===== config.mk =====
export PLATFORM = sky130hd
export DESIGN_NAME = tar_stream_deframer_flat
export DESIGN_NICKNAME = d
export VERILOG_FILES = /design/src/rtl/core/tsd_pkg.sv /design/src/rtl/core/tsd_if.sv /design/src/rtl/core/tsd_front.sv /design/src/rtl/core/tsd_queue.sv /design/src/rtl/core/tar_stream_deframer.sv /design/src/flat_wrapper.sv
export SDC_FILE = /design/constraint.sdc
export NUM_CORES = 1
export LEC_CHECK = 0
export BUFFER_PORTS_ARGS = -buffer_cell sky130_fd_sc_hd__buf_4
export CAP_MARGIN = 40
export CORE_UTILIZATION = 56
export DETAILED_ROUTE_END_ITERATION = 10
export PLACE_DENSITY = 0.77
export REMOVE_ABC_BUFFERS = 1
export SYNTH_ARGS = -nofsm -noshare
export SYNTH_HDL_FRONTEND = slang
export SYNTH_SLANG_ARGS = --single-unit

===== constraint.sdc =====
create_clock -name clk -period 4.3 [get_ports clk]
set_clock_uncertainty 0.2 [all_clocks]
set_input_delay 0.86 -clock clk [delete_from_list [all_inputs] [get_ports clk]]
set_output_delay 0.86 -clock clk [all_outputs]
set_load 0.005 [all_outputs]

===== src/rtl/core/tsd_pkg.sv =====
`default_nettype none
package tsd_pkg;
    typedef enum logic [1:0] {PH_HEADER = 2'd0, PH_DATA = 2'd1, PH_HALTED = 2'd2} phase_t;
    typedef enum logic [1:0] {ST_SKIP = 2'd0, ST_DIGITS = 2'd1, ST_DONE = 2'd2} step_t;

    localparam logic [2:0] KIND_ENTRY    = 3'd0;
    localparam logic [2:0] KIND_DATA     = 3'd1;
    localparam logic [2:0] KIND_END      = 3'd2;
    localparam logic [2:0] KIND_CSUM_ERR = 3'd3;
    localparam logic [2:0] KIND_SHORT    = 3'd4;

    localparam logic [2:0] TYPE_REGULAR = 3'd0;
    localparam logic [2:0] TYPE_DIR     = 3'd5;

    localparam logic [8:0] OFF_SIZE_FIRST = 9'd124;
    localparam logic [8:0] OFF_SIZE_LAST  = 9'd135;
    localparam logic [8:0] OFF_CSUM_FIRST = 9'd148;
    localparam logic [8:0] OFF_CSUM_LAST  = 9'd155;
    localparam logic [8:0] OFF_TYPE       = 9'd156;
    localparam logic [8:0] OFF_LAST       = 9'd511;
    localparam logic [7:0] SPACE          = 8'h20;

    typedef struct packed {
        logic [2:0]  kind;
        logic [2:0]  entry_type;
        logic [35:0] entry_size;
        logic [7:0]  file_byte;
        logic        last_of_entry;
    } result_t;
endpackage
`default_nettype wire


===== src/rtl/core/tsd_if.sv =====
`default_nettype none
interface tsd_in_if (input wire logic clk);
    logic       valid;
    logic       ready;
    logic [7:0] data_byte;
    logic       input_ended;
    modport source (output valid, data_byte, input_ended, input ready);
    modport sink (input valid, data_byte, input_ended, output ready);
endinterface

interface tsd_out_if (input wire logic clk);
    logic        valid;
    logic        ready;
    logic [2:0]  kind;
    logic [2:0]  entry_type;
    logic [35:0] entry_size;
    logic [7:0]  file_byte;
    logic        last_of_entry;
    modport source (output valid, kind, entry_type, entry_size, file_byte, last_of_entry,
                    input ready);
    modport sink (input valid, kind, entry_type, entry_size, file_byte, last_of_entry,
                  output ready);
endinterface
`default_nettype wire


===== src/rtl/core/tsd_front.sv =====
`default_nettype none
module tsd_front (
    input  wire logic             clk,
    input  wire logic             rst_n,
    input  wire logic             in_valid,
    input  wire logic [7:0]       in_byte,
    input  wire logic             in_ended,
    input  wire logic             fire,
    output tsd_pkg::result_t      res,
    output logic                  res_valid
);
    logic [8:0]      off_reg;
    tsd_pkg::phase_t phase_reg;
    logic [16:0]     sum_reg;
    logic [23:0]     csum_reg;
    tsd_pkg::step_t  cstep_reg;
    logic [35:0]     size_reg;
    tsd_pkg::step_t  sstep_reg;
    logic [7:0]      type_reg;
    logic            zero_reg;
    logic [35:0]     rem_reg;
    logic            emit_reg;

    logic        first, digit, in_csum, in_size;
    logic [16:0] sum_base, sum_new;
    logic [23:0] csum_base, csum_next;
    logic [35:0] size_base, size_next;
    tsd_pkg::step_t cstep_base, sstep_base, cstep_next, sstep_next;
    logic        zero_new;
    logic [7:0]  type_new;
    logic [2:0]  t;
    logic [35:0] sz;

    // header sums, octal field parsers and entry decode for the current byte
    always_comb
    begin
        first      = (off_reg == 9'd0);
        digit      = in_byte inside {[8'h30:8'h37]};
        in_csum    = off_reg inside {[tsd_pkg::OFF_CSUM_FIRST:tsd_pkg::OFF_CSUM_LAST]};
        in_size    = off_reg inside {[tsd_pkg::OFF_SIZE_FIRST:tsd_pkg::OFF_SIZE_LAST]};
        sum_base   = first ? 17'd0 : sum_reg;
        csum_base  = first ? 24'd0 : csum_reg;
        size_base  = first ? 36'd0 : size_reg;
        cstep_base = first ? tsd_pkg::ST_SKIP : cstep_reg;
        sstep_base = first ? tsd_pkg::ST_SKIP : sstep_reg;
        type_new   = (off_reg == tsd_pkg::OFF_TYPE) ? in_byte : (first ? 8'd0 : type_reg);
        zero_new   = (first | zero_reg) && (in_byte == 8'd0);
        sum_new    = sum_base + {9'd0, in_csum ? tsd_pkg::SPACE : in_byte};

        csum_next  = csum_base;
        cstep_next = cstep_base;
        if (in_csum)
        begin
            if (cstep_base == tsd_pkg::ST_SKIP)
            begin
                if (digit)
                begin
                    csum_next  = {21'd0, in_byte[2:0]};
                    cstep_next = tsd_pkg::ST_DIGITS;
                end
            end
            else if (cstep_base == tsd_pkg::ST_DIGITS)
            begin
                if (digit)
                    csum_next = {csum_base[20:0], in_byte[2:0]};
                else
                    cstep_next = tsd_pkg::ST_DONE;
            end
        end

        size_next  = size_base;
        sstep_next = sstep_base;
        if (in_size)
        begin
            if (sstep_base == tsd_pkg::ST_SKIP)
            begin
                if (digit)
                begin
                    size_next  = {33'd0, in_byte[2:0]};
                    sstep_next = tsd_pkg::ST_DIGITS;
                end
            end
            else if (sstep_base == tsd_pkg::ST_DIGITS)
            begin
                if (digit)
                    size_next = {size_base[32:0], in_byte[2:0]};
                else
                    sstep_next = tsd_pkg::ST_DONE;
            end
        end

        t = tsd_pkg::TYPE_REGULAR;
        if (type_new inside {[8'h31:8'h36]})
            t = type_new[2:0];
        sz = (t == tsd_pkg::TYPE_DIR) ? 36'd0 : size_base;
    end

    // classify the current transaction into at most one result
    always_comb
    begin
        res       = '0;
        res_valid = 1'b0;
        if (in_ended)
        begin
            res.kind  = tsd_pkg::KIND_SHORT;
            res_valid = (phase_reg != tsd_pkg::PH_HALTED);
        end
        else if (phase_reg == tsd_pkg::PH_HEADER && off_reg == tsd_pkg::OFF_LAST)
        begin
            res_valid = 1'b1;
            if (zero_new)
                res.kind = tsd_pkg::KIND_END;
            else if ({7'd0, sum_new} != csum_base)
                res.kind = tsd_pkg::KIND_CSUM_ERR;
            else
            begin
                res.kind       = tsd_pkg::KIND_ENTRY;
                res.entry_type = t;
                res.entry_size = sz;
            end
        end
        else if (phase_reg == tsd_pkg::PH_DATA && rem_reg != 36'd0 && emit_reg)
        begin
            res_valid         = 1'b1;
            res.kind          = tsd_pkg::KIND_DATA;
            res.file_byte     = in_byte;
            res.last_of_entry = (rem_reg == 36'd1);
        end
    end

    // advance parser state on each accepted transaction
    always_ff @(posedge clk or negedge rst_n)
    begin
        if (!rst_n)
        begin
            off_reg   <= '0;
            phase_reg <= tsd_pkg::PH_HEADER;
            sum_reg   <= '0;
            csum_reg  <= '0;
            cstep_reg <= tsd_pkg::ST_SKIP;
            size_reg  <= '0;
            sstep_reg <= tsd_pkg::ST_SKIP;
            type_reg  <= '0;
            zero_reg  <= 1'b1;
            rem_reg   <= '0;
            emit_reg  <= 1'b0;
        end
        else if (fire && in_valid)
        begin
            if (in_ended)
            begin
                off_reg   <= '0;
                phase_reg <= tsd_pkg::PH_HEADER;
                rem_reg   <= '0;
                emit_reg  <= 1'b0;
                zero_reg  <= 1'b1;
            end
            else if (phase_reg == tsd_pkg::PH_HEADER)
            begin
                off_reg   <= off_reg + 9'd1;
                sum_reg   <= sum_new;
                type_reg  <= type_new;
                zero_reg  <= zero_new;
                csum_reg  <= csum_next;
                cstep_reg <= cstep_next;
                size_reg  <= size_next;
                sstep_reg <= sstep_next;
                if (off_reg == tsd_pkg::OFF_LAST)
                begin
                    if (zero_new || {7'd0, sum_new} != csum_base)
                        phase_reg <= tsd_pkg::PH_HALTED;
                    else
                    begin
                        rem_reg   <= sz;
                        emit_reg  <= (t == tsd_pkg::TYPE_REGULAR);
                        phase_reg <= (sz != 36'd0) ? tsd_pkg::PH_DATA : tsd_pkg::PH_HEADER;
                    end
                end
            end
            else if (phase_reg == tsd_pkg::PH_DATA)
            begin
                off_reg <= off_reg + 9'd1;
                if (rem_reg != 36'd0)
                    rem_reg <= rem_reg - 36'd1;
                if (off_reg == tsd_pkg::OFF_LAST && rem_reg <= 36'd1)
                    phase_reg <= tsd_pkg::PH_HEADER;
            end
        end
    end

    a_halt: assert property (@(posedge clk) disable iff (!rst_n)
        (fire && in_valid && !in_ended && phase_reg == tsd_pkg::PH_HALTED) |-> !res_valid)
        else $error("result while halted");
    a_rearm: assert property (@(posedge clk) disable iff (!rst_n)
        (fire && in_valid && in_ended) |=> (phase_reg == tsd_pkg::PH_HEADER && off_reg == 9'd0))
        else $error("end of input did not re-arm");
    a_data: assert property (@(posedge clk) disable iff (!rst_n)
        (phase_reg == tsd_pkg::PH_DATA) |-> (rem_reg != 36'd0 || off_reg != 9'd0))
        else $error("data phase with nothing left at block start");
endmodule
`default_nettype wire


===== src/rtl/core/tsd_queue.sv =====
`default_nettype none
module tsd_queue (
    input  wire logic             clk,
    input  wire logic             rst_n,
    input  wire logic             wr_en,
    input  wire tsd_pkg::result_t wr_data,
    output logic                  full,
    output logic                  rd_valid,
    input  wire logic             rd_en,
    output tsd_pkg::result_t      rd_data
);
    tsd_pkg::result_t mem [2];
    logic       wp_reg, rp_reg;
    logic [1:0] cnt_reg;

    assign full     = (cnt_reg == 2'd2);
    assign rd_valid = (cnt_reg != 2'd0);
    assign rd_data  = mem[rp_reg];

    // hold results in a two-entry ring
    always_ff @(posedge clk)
    begin
        if (wr_en)
            mem[wp_reg] <= wr_data;
    end

    always_ff @(posedge clk or negedge rst_n)
    begin
        if (!rst_n)
        begin
            wp_reg  <= 1'b0;
            rp_reg  <= 1'b0;
            cnt_reg <= 2'd0;
        end
        else
        begin
            if (wr_en) wp_reg <= ~wp_reg;
            if (rd_en) rp_reg <= ~rp_reg;
            cnt_reg <= cnt_reg + {1'b0, wr_en} - {1'b0, rd_en};
        end
    end

    a_over: assert property (@(posedge clk) disable iff (!rst_n) full |-> !wr_en)
        else $error("queue overflow");
    a_under: assert property (@(posedge clk) disable iff (!rst_n) !rd_valid |-> !rd_en)
        else $error("queue underflow");
    a_cnt: assert property (@(posedge clk) disable iff (!rst_n)
        (wr_en && !rd_en) |=> (cnt_reg == $past(cnt_reg) + 2'd1))
        else $error("count slip");
endmodule
`default_nettype wire


===== src/rtl/core/tar_stream_deframer.sv =====
`default_nettype none
// Ustar stream deframer. One archive byte is taken per cycle, back to back;
// each byte updates small per-header sums and octal parsers as it is accepted,
// and results (entry header, content byte, end, checksum error, short
// read) pass through a two-entry queue to the output, so input is accepted
// whenever that queue has room. Header results appear on the last byte of
// each 512-byte header block; padding and non-regular data give no result.
module tar_stream_deframer (
    input wire logic   clk,
    input wire logic   rst_n,
    tsd_in_if.sink     in_ch,
    tsd_out_if.source  out_ch
);
    tsd_pkg::result_t res, rd;
    logic res_valid, full, fire;

    assign in_ch.ready = !full;
    assign fire        = in_ch.valid && !full;

    tsd_front u_front (
        .clk(clk), .rst_n(rst_n), .in_valid(in_ch.valid), .in_byte(in_ch.data_byte),
        .in_ended(in_ch.input_ended), .fire(fire), .res(res), .res_valid(res_valid)
    );

    tsd_queue u_queue (
        .clk(clk), .rst_n(rst_n), .wr_en(fire && res_valid), .wr_data(res), .full(full),
        .rd_valid(out_ch.valid), .rd_en(out_ch.valid && out_ch.ready), .rd_data(rd)
    );

    assign out_ch.kind          = rd.kind;
    assign out_ch.entry_type    = rd.entry_type;
    assign out_ch.entry_size    = rd.entry_size;
    assign out_ch.file_byte     = rd.file_byte;
    assign out_ch.last_of_entry = rd.last_of_entry;
endmodule
`default_nettype wire

===== src/flat_wrapper.sv =====
// flat-port wrapper written by rule: the top's interface ports become plain ports
module tar_stream_deframer_flat 
  (clk, rst_n, in_ch_valid, in_ch_data_byte, in_ch_input_ended, in_ch_ready, out_ch_valid, out_ch_kind, out_ch_entry_type, out_ch_entry_size, out_ch_file_byte, out_ch_last_of_entry, out_ch_ready);
  tsd_in_if in_ch_i (.clk(clk));
  tsd_out_if out_ch_i (.clk(clk));
  input wire logic clk;
  input wire logic rst_n;
  input wire logic [$bits(in_ch_i.valid)-1:0] in_ch_valid;
  input wire logic [$bits(in_ch_i.data_byte)-1:0] in_ch_data_byte;
  input wire logic [$bits(in_ch_i.input_ended)-1:0] in_ch_input_ended;
  output wire logic [$bits(in_ch_i.ready)-1:0] in_ch_ready;
  output wire logic [$bits(out_ch_i.valid)-1:0] out_ch_valid;
  output wire logic [$bits(out_ch_i.kind)-1:0] out_ch_kind;
  output wire logic [$bits(out_ch_i.entry_type)-1:0] out_ch_entry_type;
  output wire logic [$bits(out_ch_i.entry_size)-1:0] out_ch_entry_size;
  output wire logic [$bits(out_ch_i.file_byte)-1:0] out_ch_file_byte;
  output wire logic [$bits(out_ch_i.last_of_entry)-1:0] out_ch_last_of_entry;
  input wire logic [$bits(out_ch_i.ready)-1:0] out_ch_ready;
  assign in_ch_i.valid = in_ch_valid;
  assign in_ch_i.data_byte = in_ch_data_byte;
  assign in_ch_i.input_ended = in_ch_input_ended;
  assign in_ch_ready = in_ch_i.ready;
  assign out_ch_valid = out_ch_i.valid;
  assign out_ch_kind = out_ch_i.kind;
  assign out_ch_entry_type = out_ch_i.entry_type;
  assign out_ch_entry_size = out_ch_i.entry_size;
  assign out_ch_file_byte = out_ch_i.file_byte;
  assign out_ch_last_of_entry = out_ch_i.last_of_entry;
  assign out_ch_i.ready = out_ch_ready;
  tar_stream_deframer u_core (.clk(clk), .rst_n(rst_n), .in_ch(in_ch_i), .out_ch(out_ch_i));
endmodule

After elaboration in Yosys (flattened, before gate mapping) --
Memory sizes are Yosys's and may differ from the RTL's. Cells that the tools add are included.
Storage, ports and cells: flip-flop bits (word level) 142, memory bits (writable) 102, input port bits 13, output and inout bits 53, memories kept 1
Memories:
- u_core.u_queue.mem | depth 2, width 51, rd ports 1, clocked after Yosys merged registers in 0, write ports 1, RTL line tsd_queue.sv:12 | tsd_pkg::result_t mem [2];
Operators by class: add/subtract/negate cells 5, $lt $le $gt $ge 9, equality and inequality tests 13, multiplexer cells 68, bitwise operators 4, reduce and logical (&&, ||, !) cells 35
Operators by type and width (count):
- 2-to-1 mux 36 bit | 13
- 2-to-1 mux 24 bit | 6
- 2-to-1 mux 39 bit | 3
- nonzero test 36 bit | 2
- 2-to-1 mux 48 bit | 1
- 2-to-1 mux 9 bit | 5
- 2-to-1 mux 2 bit | 20
- == test 36 x 1 -> 1 bit (second input constant) | 1
- less-or-equal comparator 36 x 1 -> 1 bit (second input constant) | 1
- subtractor 36 x 1 -> 36 bit (second input constant) | 1
- 2-to-1 mux 8 bit | 3
- inequality test 17 x 24 -> 1 bit | 1
- less-or-equal comparator 9 x 8 -> 1 bit (second input constant) | 2
- adder 17 x 8 -> 17 bit | 1
- 2-to-1 mux 17 bit | 1
- >= comparator 8 x 6 -> 1 bit (second input constant) | 2
- less-or-equal comparator 8 x 6 -> 1 bit (second input constant) | 2
- logical AND 1 bit | 13
- 2-to-1 mux 1 bit | 13
- adder 9 x 1 -> 9 bit (second input constant) | 1
- == test 9 x 8 -> 1 bit (second input constant) | 1
- == test 9 bit (second input constant) | 1
- >= comparator 9 x 7 -> 1 bit (second input constant) | 1
- >= comparator 9 x 8 -> 1 bit (second input constant) | 1
- 23 further kinds | 38

Longest topological paths before layout --
Gate-level depths: netlist of the first run.
depth after elaboration 14, gate-level depth with buffers 21

Modules after synthesis --
A second synthesis of the first run with hierarchy kept.
Unflattened totals: cell total of the unflattened synthesis 1145, area total of the unflattened synthesis 12792.3 um^2
Modules (own cells, without submodules):
- tsd_front | times used 1, cells each 967, area each 8635.8 um^2, seq. area each 3454.6 um^2
- tsd_queue | times used 1, cells each 174, area each 4131.5 um^2, seq. area each 3163.0 um^2
- tar_stream_deframer | times used 1, cells each 4, area each 25.0 um^2, seq. area each 0.0 um^2

Worst setup path after synthesis of the first run --
No wires, ideal clock.
path type register to register, start register u_core.u_front.off_reg[0], end memory u_core.u_queue.mem[0][45] in the netlist's numbering (data pin), arrival time 4.337 ns, required time 3.951 ns, slack -0.386 ns, cell stages (with the launch flop) 20, path buffers 4, path through dfrtp_1 > inv_1 > ha_1 > nor3b_2 > nand3_1 > buf_2 > buf_1 > clkbuf_1 > and2_1 > ha_1 > buf_2 > a21oi_1 > o221ai_1 > or2_2 > and3b_1 > xnor2_1 > o31ai_4 > nand3_1 > or4_1 > nor2_1
RTL lines:
- start, declared | RTL line tsd_front.sv:12 | logic [8:0] off_reg;
- start signal, assigned | RTL line tsd_front.sv:160 | off_reg <= off_reg + 9'd1;
- start signal, assigned | RTL line tsd_front.sv:182 | off_reg <= off_reg + 9'd1;
- end, declared | RTL line tsd_queue.sv:12

Final worst setup path of the first run --
start register u_core.u_front.off_reg[0], end register u_core.u_front.rem_reg[33]
Between the ends: word-level cells in the longest chain between the ends 12, elaborated cells on any way between the ends 30, those cells by class add/sub (1); order compare (4); eq/ne (6); mux (12); bitwise (1); reduce/logical (6)
RTL lines:
- branches (longest 12 deep; another with adder 17 x 8 -> 17 bit)
- end signal, assigned | RTL line tsd_front.sv:174 | rem_reg <= sz;
- end signal, assigned | RTL line tsd_front.sv:184 | rem_reg <= rem_reg - 36'd1;
- end, declared | RTL line tsd_front.sv:21 | logic [35:0] rem_reg;
Several ways; the timed one is not identified. The select of a mux whose other input is x is not followed. A chain may end at the register's enable or synchronous reset.

==> results.md, run 1 <==
- Cell Rows: 53
- Unique cell type count in the Yosys netlist: about 70
- Total CTS buffers: 25
- Filler Cells Inserted: 1410
- Hold Buf Count CTS: 0
- Worst VDD drop: 0.000384 V
- Leakage power: roughly 0.0063 uW
- DRC viols: 0
- Final WS setup: -0.222 ns
- Synth Instances: approximately 1100
- Total GRT Usage: 29.0%
- Fin. Hold Viols: 0
- Post-Syn Area per Cell: 10.9 um^2
- Congestion Overflow GR: 0
- Clk buf depth: 3
- Vias: ~10000
- CP required: roughly 4.5 ns
- Area Growth Syn to Fin: 24.6%
- First-pass GRT wire length: around 50000 um
- Dpl hpwl: around 21000 um
- TritonCTS clock tree: yes
- Hold WC Path Type: in2async
- Register area share after synthesis: 54.3%
- Mux cell area share after synthesis: around 5%
- Number of synthesized flops with an enable pin: ~100
- Post-Syn Area: between 0.01 and 0.015 mm^2
- Placed cell count: about 1500
- Unrepaired setup endpoints after global routing: true
- GPL Wtd Cong: roughly 0.89
- Ys async rst share: 58.2%
- Die area: between 0.02 and 0.025 mm^2
- Fin. max-slew vios: 0
- Initial antenna violation count: 0
- 1st-pass router iterations: 5
- Post-route insts no fill: 1550
- Final #Nets: around 1300
- Final WL: about 32000 um
- Max reg flops: about 100
- Vias in the first global route: just under 10000
- Port Buffers: between 60 and 70
- Htree depth: 1
- Placed Area: 0.0135 mm^2
- Die X: between 100 and 150 um
- Vias/cell: ~6.5
- Final setup violation count: 117
- Seq cells post-synth: about 240
- Boundary pin count: 66
- WL per Instance: around 21 um
- ANT nets after route: 0
- Fmax: 221 MHz
- Crit path kind: reg2reg
- Final Hold Slack: around 0.19 ns
- Simple-gate share of the synthesized area: between 15 and 20%
- Crit. End Element: register
- Number of DRC markers in iteration 0: between 1000 and 1500
- YS warnings: 0
- XOR/XNOR share of the synthesized area: under 10%
- Inserted Diodes: 0
- Clock-pin slew on the worst setup and hold paths: approximately 0.06 ns
- Core area: roughly 0.021 mm^2
- Fin crit period: ~4.5 ns
- Slew @ Worst Pin: around 0.93 ns
- Final Core Density: about 72%
- Share of cells above drive strength 1: between 30% and 40%
- Largest family of logic cells by synthesized area: compound AO/OA/AOI/OAI gates
- Post-route cell area: approximately 0.015 mm^2
- Later-pin clock latency in the skew report: 0.53 ns
- Die Y: between 100 and 150 um
- Reg2reg end: u_core.u_front.rem_reg[33]$_DFFE_PN0P_
- Dpl ws: -0.277 ns
- Worst EP arrival: between 4 and 5 ns
- Max_slew headroom: 37.6%
- Fin crit share: 105%
- Crit-path max FO: 5
- Critical Path Source Type: register
- Setup slack, reg-to-reg: -0.22 ns
- R2R cell count: 18
- PwrDens: 601 mW/mm^2
- Pin count of the biggest net entering global routing: 84
- Post-synthesis compound-gate area fraction: ~18%
- Reg-to-reg critical path startpoint: u_core.u_front.off_reg[0]$_DFFE_PN0P_
- Root buf cell: clkbuf_16
- Outcome: complete, but fails checks
- Initial Util: a little under 60%
- Synth Area in Adders: around 1.7%
- CTS sink cnt: between 200 and 250
- Max-Cap Viols: 0
- Top FF cell, synth: dfrtp_1
- Failing checks: negative setup slack
stage by stage:
stage / power [uW] / TNS, ns
floorplan: 4910 / -93.19
global placement: 6230 / -11.97
detailed placement: 6300 / -21.47
CTS: 8780 / -2.90
global route: 9590 / -31.23
finish: 9130 / -13.57
how the worst max path moves through the flow:
stage,startpoint,to,slack [ns],depth (start not counted)
2_1_floorplan,u_core.u_front.off_reg[0]$_DFFE_PN0P_,u_core.u_front.rem_reg[33]$_DFFE_PN0P_,-0.73,15
4_1_cts,u_core.u_front.off_reg[1]$_DFFE_PN0P_,u_core.u_front.rem_reg[29]$_DFFE_PN0P_,-0.09,21
5_1_grt,u_core.u_front.off_reg[0]$_DFFE_PN0P_,u_core.u_front.rem_reg[33]$_DFFE_PN0P_,-0.36,19
6_report,u_core.u_front.off_reg[0]$_DFFE_PN0P_,u_core.u_front.rem_reg[33]$_DFFE_PN0P_,-0.22,18
3_3_place_gp,u_core.u_front.off_reg[0]$_DFFE_PN0P_,u_core.u_queue.mem[0][47]$_DFFE_PP_,-0.14,16
3_5_place_dp,u_core.u_front.off_reg[0]$_DFFE_PN0P_,u_core.u_queue.mem[1][47]$_DFFE_PP_,-0.28,16
worst max-delay path, stage by stage (launching register included):
cell	delay (ns)
dfrtp_1	0.42
inv_2	0.10
ha_4	0.13
nor3b_4	0.26
nand3_2	0.17
buf_6	0.16
and2_4	0.15
ha_4	0.26
a21o_1	0.15
a221o_1	0.39
a211oi_4	0.32
o22a_1	0.19
o2111ai_2	0.17
nor4_4	0.25
buf_4	0.19
a41oi_4	0.15
or2_4	0.34
buf_4	0.15
o41ai_2	0.25
kinds of logic (layout without fill, tap and decap cells):
| family | count (synthesis) | count (layout) |
|---|---|---|
| flip-flops | 244 | 244 |
| buffers and inverters | 96 | 253 |
| AND/OR/NAND/NOR | 368 | 369 |
| multiplexers | 56 | 56 |
| AO/OA/AOI/OAI | 310 | 310 |
| adder cells (fa/ha/maj) | 16 | 16 |
| XOR/XNOR | 27 | 27 |
what timing repair did:
item                       in CTS  in global routing
setup buffers                  13                 11
pin swaps                      16                 32
cloned                          3                  2
gates resized for setup        48                104
setup endpoints to repair     120                121
synthesized netlist by cell type, types with 4 or more instances:
library cell  count  area (um^2)
xor2_1            6         52.6
nor3_1           28          140
a22o_1           69          604
nand2_1          76          285
o2111ai_1         4         35.0
xnor2_1          21          184
o211ai_1          4         30.0
and3_1           22          138
nor4_1           24          150
buf_2            18         90.1
nor2b_1           7         43.8
inv_1            25         93.8
a21oi_1          49          245
o22ai_1          10         62.6
nor2_1           75          282
a32oi_1           4         35.0
clkbuf_1         45          169
o31ai_1          32          240
a211oi_1          6         45.0
dfrtp_1         141         3530
or3_1             5         31.3
mux2_2           53          597
and4_1            4         35.0
o21ai_1           5         25.0
clkbuf_2          4         20.0
ha_1             15          188
nand4_1          12         75.1
edfxtp_1        102         3060
a22oi_1          11         82.6
and2_1           72          450
nand3_1          17         85.1
o21ai_0          65          325
a31oi_1          23          144
or4_1             7         52.6
cells in the final DEF, fill, tap and decap left out, drive strengths merged, types with 4 or more instances in the layout:
| cell type | netlist | layout |
|---|---|---|
| or3 | 5 | 5 |
| o31ai | 33 | 33 |
| nand3 | 17 | 18 |
| inv | 25 | 26 |
| xnor2 | 21 | 21 |
| a21oi | 49 | 49 |
| nor4 | 25 | 25 |
| a211oi | 7 | 7 |
| nor3 | 30 | 30 |
| o21ai | 70 | 70 |
| edfxtp | 102 | 102 |
| or4 | 7 | 7 |
| nand2 | 76 | 76 |
| a31oi | 24 | 24 |
| dfrtp | 141 | 141 |
| or2 | 6 | 6 |
| a22o | 69 | 69 |
| a22oi | 11 | 11 |
| and3 | 22 | 22 |
| o22ai | 10 | 10 |
| nor2 | 75 | 75 |
| and4 | 4 | 4 |
| nand4 | 12 | 12 |
| buf | 22 | 181 |
| clkbuf | 49 | 39 |
| mux2 | 53 | 53 |
| and2 | 72 | 72 |
| a32oi | 4 | 4 |
| nor2b | 7 | 7 |
| xor2 | 6 | 6 |
| clkinv | 0 | 4 |
| ha | 15 | 15 |
| o211ai | 4 | 4 |
| o2111ai | 4 | 4 |
where the power goes:
| group | switching, uW | internal, uW |
|---|---|---|
| Sequential | 256 | 2710 |
| Combinational | 2180 | 1740 |
| Clock | 880 | 1370 |
cell type report:
| type | count | area (um^2) | area share (%) |
|---|---|---|---|
| Clock inverter | 8 | 119 | 0.782 |
| Tap cell | 275 | 344 | 2.27 |
| Clock buffer | 38 | 744 | 4.90 |
| Inverter | 25 | 93.8 | 0.618 |
| Multi-Input combinational cell | 778 | 5720 | 37.6 |
| Sequential cell | 244 | 6620 | 43.6 |
| Timing Repair Buffer | 182 | 1550 | 10.2 |
per-layer routing:
metal | global-route usage (%) | part of all wire (%) | wire length (um)
met2 | 47.2 | 48 | 15500
met5 | 0 | 0 | 0
met4 | 8.88 | 2.7 | 861
met1 | 40.6 | 41 | 13400
met3 | 3.87 | 8.2 | 2680
Power figures use the tool's default switching activity.
==> inputs of run 2 (changes only) <==
--- a/config.mk
+++ b/config.mk
@@ -5,11 +5,14 @@
 export SDC_FILE = /design/constraint.sdc
 export NUM_CORES = 1
 export LEC_CHECK = 0
+export ABC_CLOCK_PERIOD_IN_PS = 4300
 export BUFFER_PORTS_ARGS = -buffer_cell sky130_fd_sc_hd__buf_4
 export CAP_MARGIN = 40
-export CORE_UTILIZATION = 56
+export CELL_PAD_IN_SITES_DETAIL_PLACEMENT = 2
+export CELL_PAD_IN_SITES_GLOBAL_PLACEMENT = 2
+export CORE_UTILIZATION = 37
 export DETAILED_ROUTE_END_ITERATION = 10
-export PLACE_DENSITY = 0.77
+export PLACE_DENSITY_LB_ADDON = 0.1
 export REMOVE_ABC_BUFFERS = 1
 export SYNTH_ARGS = -nofsm -noshare
 export SYNTH_HDL_FRONTEND = slang
==> run 2 against run 1 <==
The run still ends with negative setup slack left; first-iteration DRC count decreased by 64%; sequential power about the same; global-route usage decreased by 3.9 points; utilization decreased by 24 points; critical path type unchanged; flip-flop and latch count unchanged; register-to-register slack got worse by 0.03 ns; count of clock-buffer cells in the layout decreased by 3; power increased by 3.7%; combinational power decreased by 2%; setup slack got worse by 0.033 ns; clock power increased by 19%; critical path depth increased by 2.
==> results.md, run 2 (same netlist as run 1, synthesis figures left out) <==
- Outcome: complete, but fails checks
- Failing checks: negative setup slack
- Congestion Overflow GR: 0
- Final WL: around 42000 um
- Number of DRC markers in iteration 0: around 390
- Die area: 0.0337 mm^2
- Boundary pin count: 66
- Core area: between 0.03 and 0.04 mm^2
- Clock-pin slew on the worst setup and hold paths: about 0.060 ns
- Final WS setup: -0.254 ns
- Later-pin clock latency in the skew report: about 0.56 ns
- Hold WC Path Type: in2async
- Filler Cells Inserted: 3270
- Fin crit share: 106%
- Slew @ Worst Pin: 0.803 ns
- CTS sink cnt: between 200 and 250
- Worst VDD drop: ~0.00032 V
- Inserted Diodes: 0
- Commonest non-fill, non-tap cell in the layout: buf_4
- Port Buffers: 65
- Crit path kind: reg2reg
- GPL Wtd Cong: a little over 0.8
- Unrepaired setup endpoints after global routing: true
- Initial Util: 37.6%
- Footprint of the multi-input gates: 0.00548 mm^2
- Vias in the first global route: between 10000 and 15000
- Fin crit period: approximately 4.6 ns
- Die X: between 150 and 200 um
- Fin. max-slew vios: 0
- Crit. End Element: register
- Most frequent cells in the layout: buf_4, dfrtp_1, edfxtp_1
- Hold Buf Count CTS: 0
- Max reg flops: about 100
- Share of cells above drive strength 1: between 20% and 30%
- Final setup violation count: roughly 120
- Die Y: around 180 um
- Max_slew headroom: 46.3%
- Crit-path max FO: 9
- WL per Instance: 24.1 um
- Post-route insts no fill: 1724
- PwrDens: between 600 and 700 mW/mm^2
- 1st-pass router iterations: 5
- Max-Cap Viols: 0
- Cell Rows: 66
- Root buf cell: clkbuf_16
- TritonCTS clock tree: yes
- Initial antenna violation count: 0
- Area Growth Syn to Fin: 26.0%
- Vias/cell: around 5.7
- Final Core Density: between 40% and 50%
- Htree depth: 1
- First-pass GRT wire length: about 65000 um
- Critical Path Source Type: register
- Pin count of the biggest net entering global routing: 64
- CP required: 4.53 ns
- Dpl hpwl: 27900 um
- Placed cell count: ~1700
- Fmax: roughly 220 MHz
- Worst EP arrival: 4.79 ns
- Seq. cell area: between 0.006 and 0.007 mm^2
- Leakage power: ~0.0064 uW
- Vias: 9765
- Fin. Hold Viols: 0
- Clk buf depth: 3
- DRC viols: 0
- Final #Nets: between 1000 and 1500
- Total CTS buffers: 27
- Total GRT Usage: between 20% and 30%
- ANT nets after route: 0
## run 2: changes by cell type in the layout (fill, tap and decap cells not counted), sizes merged
cell	delta
buf	+5
bufinv	+4
clkbuf	-3
clkinv	+1
clkinvlp	+1
nand3	-1
## run 2: what timing repair did
item | 4_1_cts | 5_1_grt
setup buffers | 8 | 2
cloned | 2 | 1
pin swaps | 13 | 11
gates resized for setup | 55 | 31
endpoints found under the setup margin | 121 | 121
## run 2: routing by layer
metal	up-vias	part of all wire [%]	GRT usage, %
li1	4474	-	-
met1	5081	42	30.8
met2	137	52	46.3
met3	73	2.8	2.73
met4	0	2.8	6.97
met5	-	0	0
## run 2: critical path, stage by stage (launching register included)
cell and delay (ns):
dfrtp_1 0.38, inv_1 0.10, ha_2 0.19, nor3b_4 0.20, nand3_2 0.09, buf_6 0.16
and2_1 0.16, ha_2 0.20, fa_2 0.46, a21oi_2 0.19, nor2_1 0.07, a211oi_2 0.33
o22a_1 0.22, o2111ai_2 0.16, nor4_4 0.22, buf_4 0.18, and2_4 0.16, and4_4 0.31
buf_4 0.15, buf_12 0.13, and2_4 0.15
## run 2: cell type report
class	instances	share of cell area, %
clock buffers	35	4.98
multi-input cells	777	35.7
well taps	442	3.60
inverters	25	0.611
repair buffers	187	10.4
clock inverters	14	1.71
flip-flops and latches	244	43.1
## run 2: final timing paths
kind,slack (ns),to,cells after the start,start
worst min register to register,0.28,u_core.u_front.sum_reg[2]$_DFFE_PN0P_,2,u_core.u_front.sum_reg[2]$_DFFE_PN0P_
max in group asynchronous,2.93,u_core.u_front.csum_reg[15]$_DFFE_PN0P_,2,rst_n
worst min-delay path,0.1,u_core.u_front.size_reg[10]$_DFFE_PN0P_,1,rst_n
worst max register to register,-0.25,u_core.u_queue.mem[1][37]$_DFFE_PP_,20,u_core.u_front.off_reg[1]$_DFFE_PN0P_
min in group clk,0.28,u_core.u_front.sum_reg[2]$_DFFE_PN0P_,2,u_core.u_front.sum_reg[2]$_DFFE_PN0P_
worst max-delay path,-0.25,u_core.u_queue.mem[1][37]$_DFFE_PP_,20,u_core.u_front.off_reg[1]$_DFFE_PN0P_
## run 2: report_power, final
| part | total, uW | internal, uW | switching, uW |
|---|---|---|---|
| Combinational | 3860 | 1580 | 2290 |
| Clock | 2670 | 1680 | 998 |
| Sequential | 2930 | 2710 | 227 |
## run 2: through the flow
stage	setup slack, ns	power (uW)	hold slack, ns	setup TNS [ns]	cell area, um^2
detailed placement	-0.480	6650	0.273	-46.38	13800
global route	-0.476	9970	0.133	-49.68	15400
global placement	-0.303	6560	0.255	-27.78	13800
finish	-0.254	9470	0.0992	-20.75	15400
CTS	-0.255	9480	0.126	-22.70	15200
floorplan	-0.735	4910	0.238	-93.19	11900
==> inputs of run 3 (changes only) <==
--- a/config.mk
+++ b/config.mk
@@ -10,9 +10,10 @@
 export CAP_MARGIN = 40
 export CELL_PAD_IN_SITES_DETAIL_PLACEMENT = 2
 export CELL_PAD_IN_SITES_GLOBAL_PLACEMENT = 2
+export CORE_MARGIN = 2
 export CORE_UTILIZATION = 37
 export DETAILED_ROUTE_END_ITERATION = 10
-export PLACE_DENSITY_LB_ADDON = 0.1
+export PLACE_DENSITY = 0.81
 export REMOVE_ABC_BUFFERS = 1
 export SYNTH_ARGS = -nofsm -noshare
 export SYNTH_HDL_FRONTEND = slang
==> run 3 against run 2 <==
The flow still finishes with violations (negative setup slack); global-route usage is 3.2 points higher; setup slack worse by 0.66 ns; combinational power is 26% higher; critical path type unchanged; cell area is 3.9% higher; largest cell class unchanged; first-iteration DRC count grew to 2.8 times the previous value; sequential power is 4% higher; die area is 2.2% higher; power is 8.6% higher; register-to-register slack worse by 0.66 ns; via count is 15% higher; final cell count is 1.3% higher; worst hold slack better by 0.040 ns.
==> results.md, run 3 (same netlist as run 1, synthesis figures left out) <==
- Reg2reg end: u_core.u_front.rem_reg[9]$_DFFE_PN0P_
- TritonCTS clock tree: yes
- Outcome: complete, but fails checks
- Failing checks: negative setup slack
- Unrepaired setup endpoints after global routing: true
- Power Total: a little over 10000 uW
- Hold WC Path Type: in2async
- Max_slew headroom: about 37%
- Sum of buffers and inverters on the critical path: 3
- Later-pin clock latency in the skew report: around 0.57 ns
- Final setup violation count: around 120
- Most frequent cells in the layout: buf_4, dfrtp_1, edfxtp_1
- Fin crit period: 5.21 ns
- Core area: 0.0325 mm^2
- Setup slack, reg-to-reg: -0.91 ns
- Vias in the first global route: 11806
- Crit path cell chain: ha_4, o21ai_2, mux2i_1, nand4_1, buf_4, and2_4, ha_4, fa_2, a21oi_4, o2111a_1, a211oi_4, a222oi_1, nand3_2, o31ai_4, buf_6, a41oi_4, clkbuf_16, o31ai_4, o21ai_2
- Congestion Overflow GR: 0
- Root buf cell: clkbuf_16
- Final WL: about 56000 um
- Slew @ Worst Pin: 0.935 ns
- Number of DRC markers in iteration 0: 1099
- Reg-to-reg critical path startpoint: u_core.u_front.off_reg[0]$_DFFE_PN0P_
- Pin count of the biggest net entering global routing: 79
- Worst EP arrival: between 5 and 6 ns
- Dpl hpwl: ~29000 um
- 1st-pass router iterations: 5
- Fin Setup TNS: -88.49 ns
- Final #Nets: between 1000 and 1500
- CP required: approximately 4.5 ns
- Die X: roughly 190 um
- Commonest non-fill, non-tap cell in the layout: buf_4
- Area Growth Syn to Fin: 31.0%
- Fin. max-slew vios: 0
- PwrDens: roughly 640 mW/mm^2
- Share of cells above drive strength 1: between 30% and 40%
- DRC viols: 0
- Total CTS buffers: 28
- Htree depth: 1
- GPL Wtd Cong: roughly 0.84
- Leakage power: ~0.0065 uW
- Crit path kind: reg2reg
- First-pass GRT wire length: about 74000 um
- Vias: approximately 11000
- Delay-heaviest family, CP: compound AO/OA/AOI/OAI gates
- Final WS setup: -0.910 ns
- Initial antenna violation count: 0
- Port Buffers: 65
- Max-Cap Viols: 0
- Fin. Hold Viols: 0
- Inserted Diodes: 0
- Crit-path max cell delay: approximately 0.46 ns
- Die area: around 0.034 mm^2
- Crit-path max FO: 18
- Fmax: 192 MHz
- Clk buf depth: 3
- ANT nets after route: 0
- CP max-delay cell: dfrtp_2
- Boundary pin count: 66
- Critical Path Source Type: register
- Fin crit share: 121%
- Vias/cell: about 6.4
- Die Y: around 190 um
- CTS sink cnt: around 240
- Total GRT Usage: 28.3%
- WL per Instance: between 30 and 40 um
- Initial Util: between 30% and 40%
- Clock-pin slew on the worst setup and hold paths: around 0.080 ns
- R2R cell count: 19
- Max reg flops: a little over 100
- Crit. End Element: register
- Worst VDD drop: ~0.00033 V
- Cell Rows: between 60 and 70
-- run 3: cell count changes in the layout (fill, tap and decap cells not counted), moves of 8 or more --
cell	previous run	this run
o21ai_2	2	14
o21ai_1	8	22
and2_4	27	43
o31ai_1	26	11
ha_4	1	9
o31ai_2	6	15
o21ai_0	60	34
and2_1	45	28
-- run 3: worst max-delay path by stage --
stage                                               start                                     end  slack [ns]  cells past startpoint
finish              u_core.u_front.off_reg[0]$_DFFE_PN0P_   u_core.u_front.rem_reg[9]$_DFFE_PN0P_       -0.91                     19
floorplan           u_core.u_front.off_reg[0]$_DFFE_PN0P_  u_core.u_front.rem_reg[33]$_DFFE_PN0P_       -0.73                     15
global placement    u_core.u_front.off_reg[0]$_DFFE_PN0P_   u_core.u_front.rem_reg[4]$_DFFE_PN0P_       -0.44                     18
CTS                 u_core.u_front.off_reg[0]$_DFFE_PN0P_     u_core.u_queue.mem[0][29]$_DFFE_PP_       -0.23                     19
global route        u_core.u_front.off_reg[0]$_DFFE_PN0P_   u_core.u_front.rem_reg[9]$_DFFE_PN0P_       -0.92                     19
detailed placement  u_core.u_front.off_reg[1]$_DFFE_PN0P_   u_core.u_front.rem_reg[4]$_DFFE_PN0P_       -0.79                     18
-- run 3: cell type report --
type                            count  area (um^2)
Clock inverter                     15          100
Sequential cell                   244         6620
Fill cell                        3194        16500
Multi-Input combinational cell    777         5970
Clock buffer                       37          786
Inverter                           25         96.3
Tap cell                          442          553
Timing Repair Buffer              206         1840
-- run 3: power by group --
group | switching (uW) | internal (uW)
clock | 1060 | 1340
sequential | 334 | 2710
combinational | 2960 | 1890
-- run 3: layer usage --
metal	track usage, %	wire [um]	vias up
li1	-	-	4520
met1	33.8	21100	5861
met2	51.0	28400	562
met3	4.25	3590	272
met4	11.3	3320	0
met5	0	0	-
-- run 3: what timing repair did --
action | in CTS | in global routing
pin swaps | 25 | 30
gates cloned | 3 | 5
hold buffers | 0 | 0
setup endpoints to repair | 121 | 187
buffers inserted | 15 | 20
resized for setup | 119 | 98
-- run 3: stage by stage --
| stage | area, um^2 | instances | hold slack, ns | worst slack, ns | util (%) |
|---|---|---|---|---|---|
| after floorplan | 11900 | 1046 | 0.238 | -0.735 | - |
| after global placement | 13800 | 1653 | 0.253 | -0.442 | 42.5 |
| after detailed placement | 13800 | 1653 | 0.261 | -0.786 | 42.5 |
| after CTS | 15300 | 1721 | 0.198 | -0.234 | 47.2 |
| after global routing | 16000 | 1746 | 0.189 | -0.917 | 49.2 |
| final | 16000 | 1746 | 0.139 | -0.910 | 49.2 |
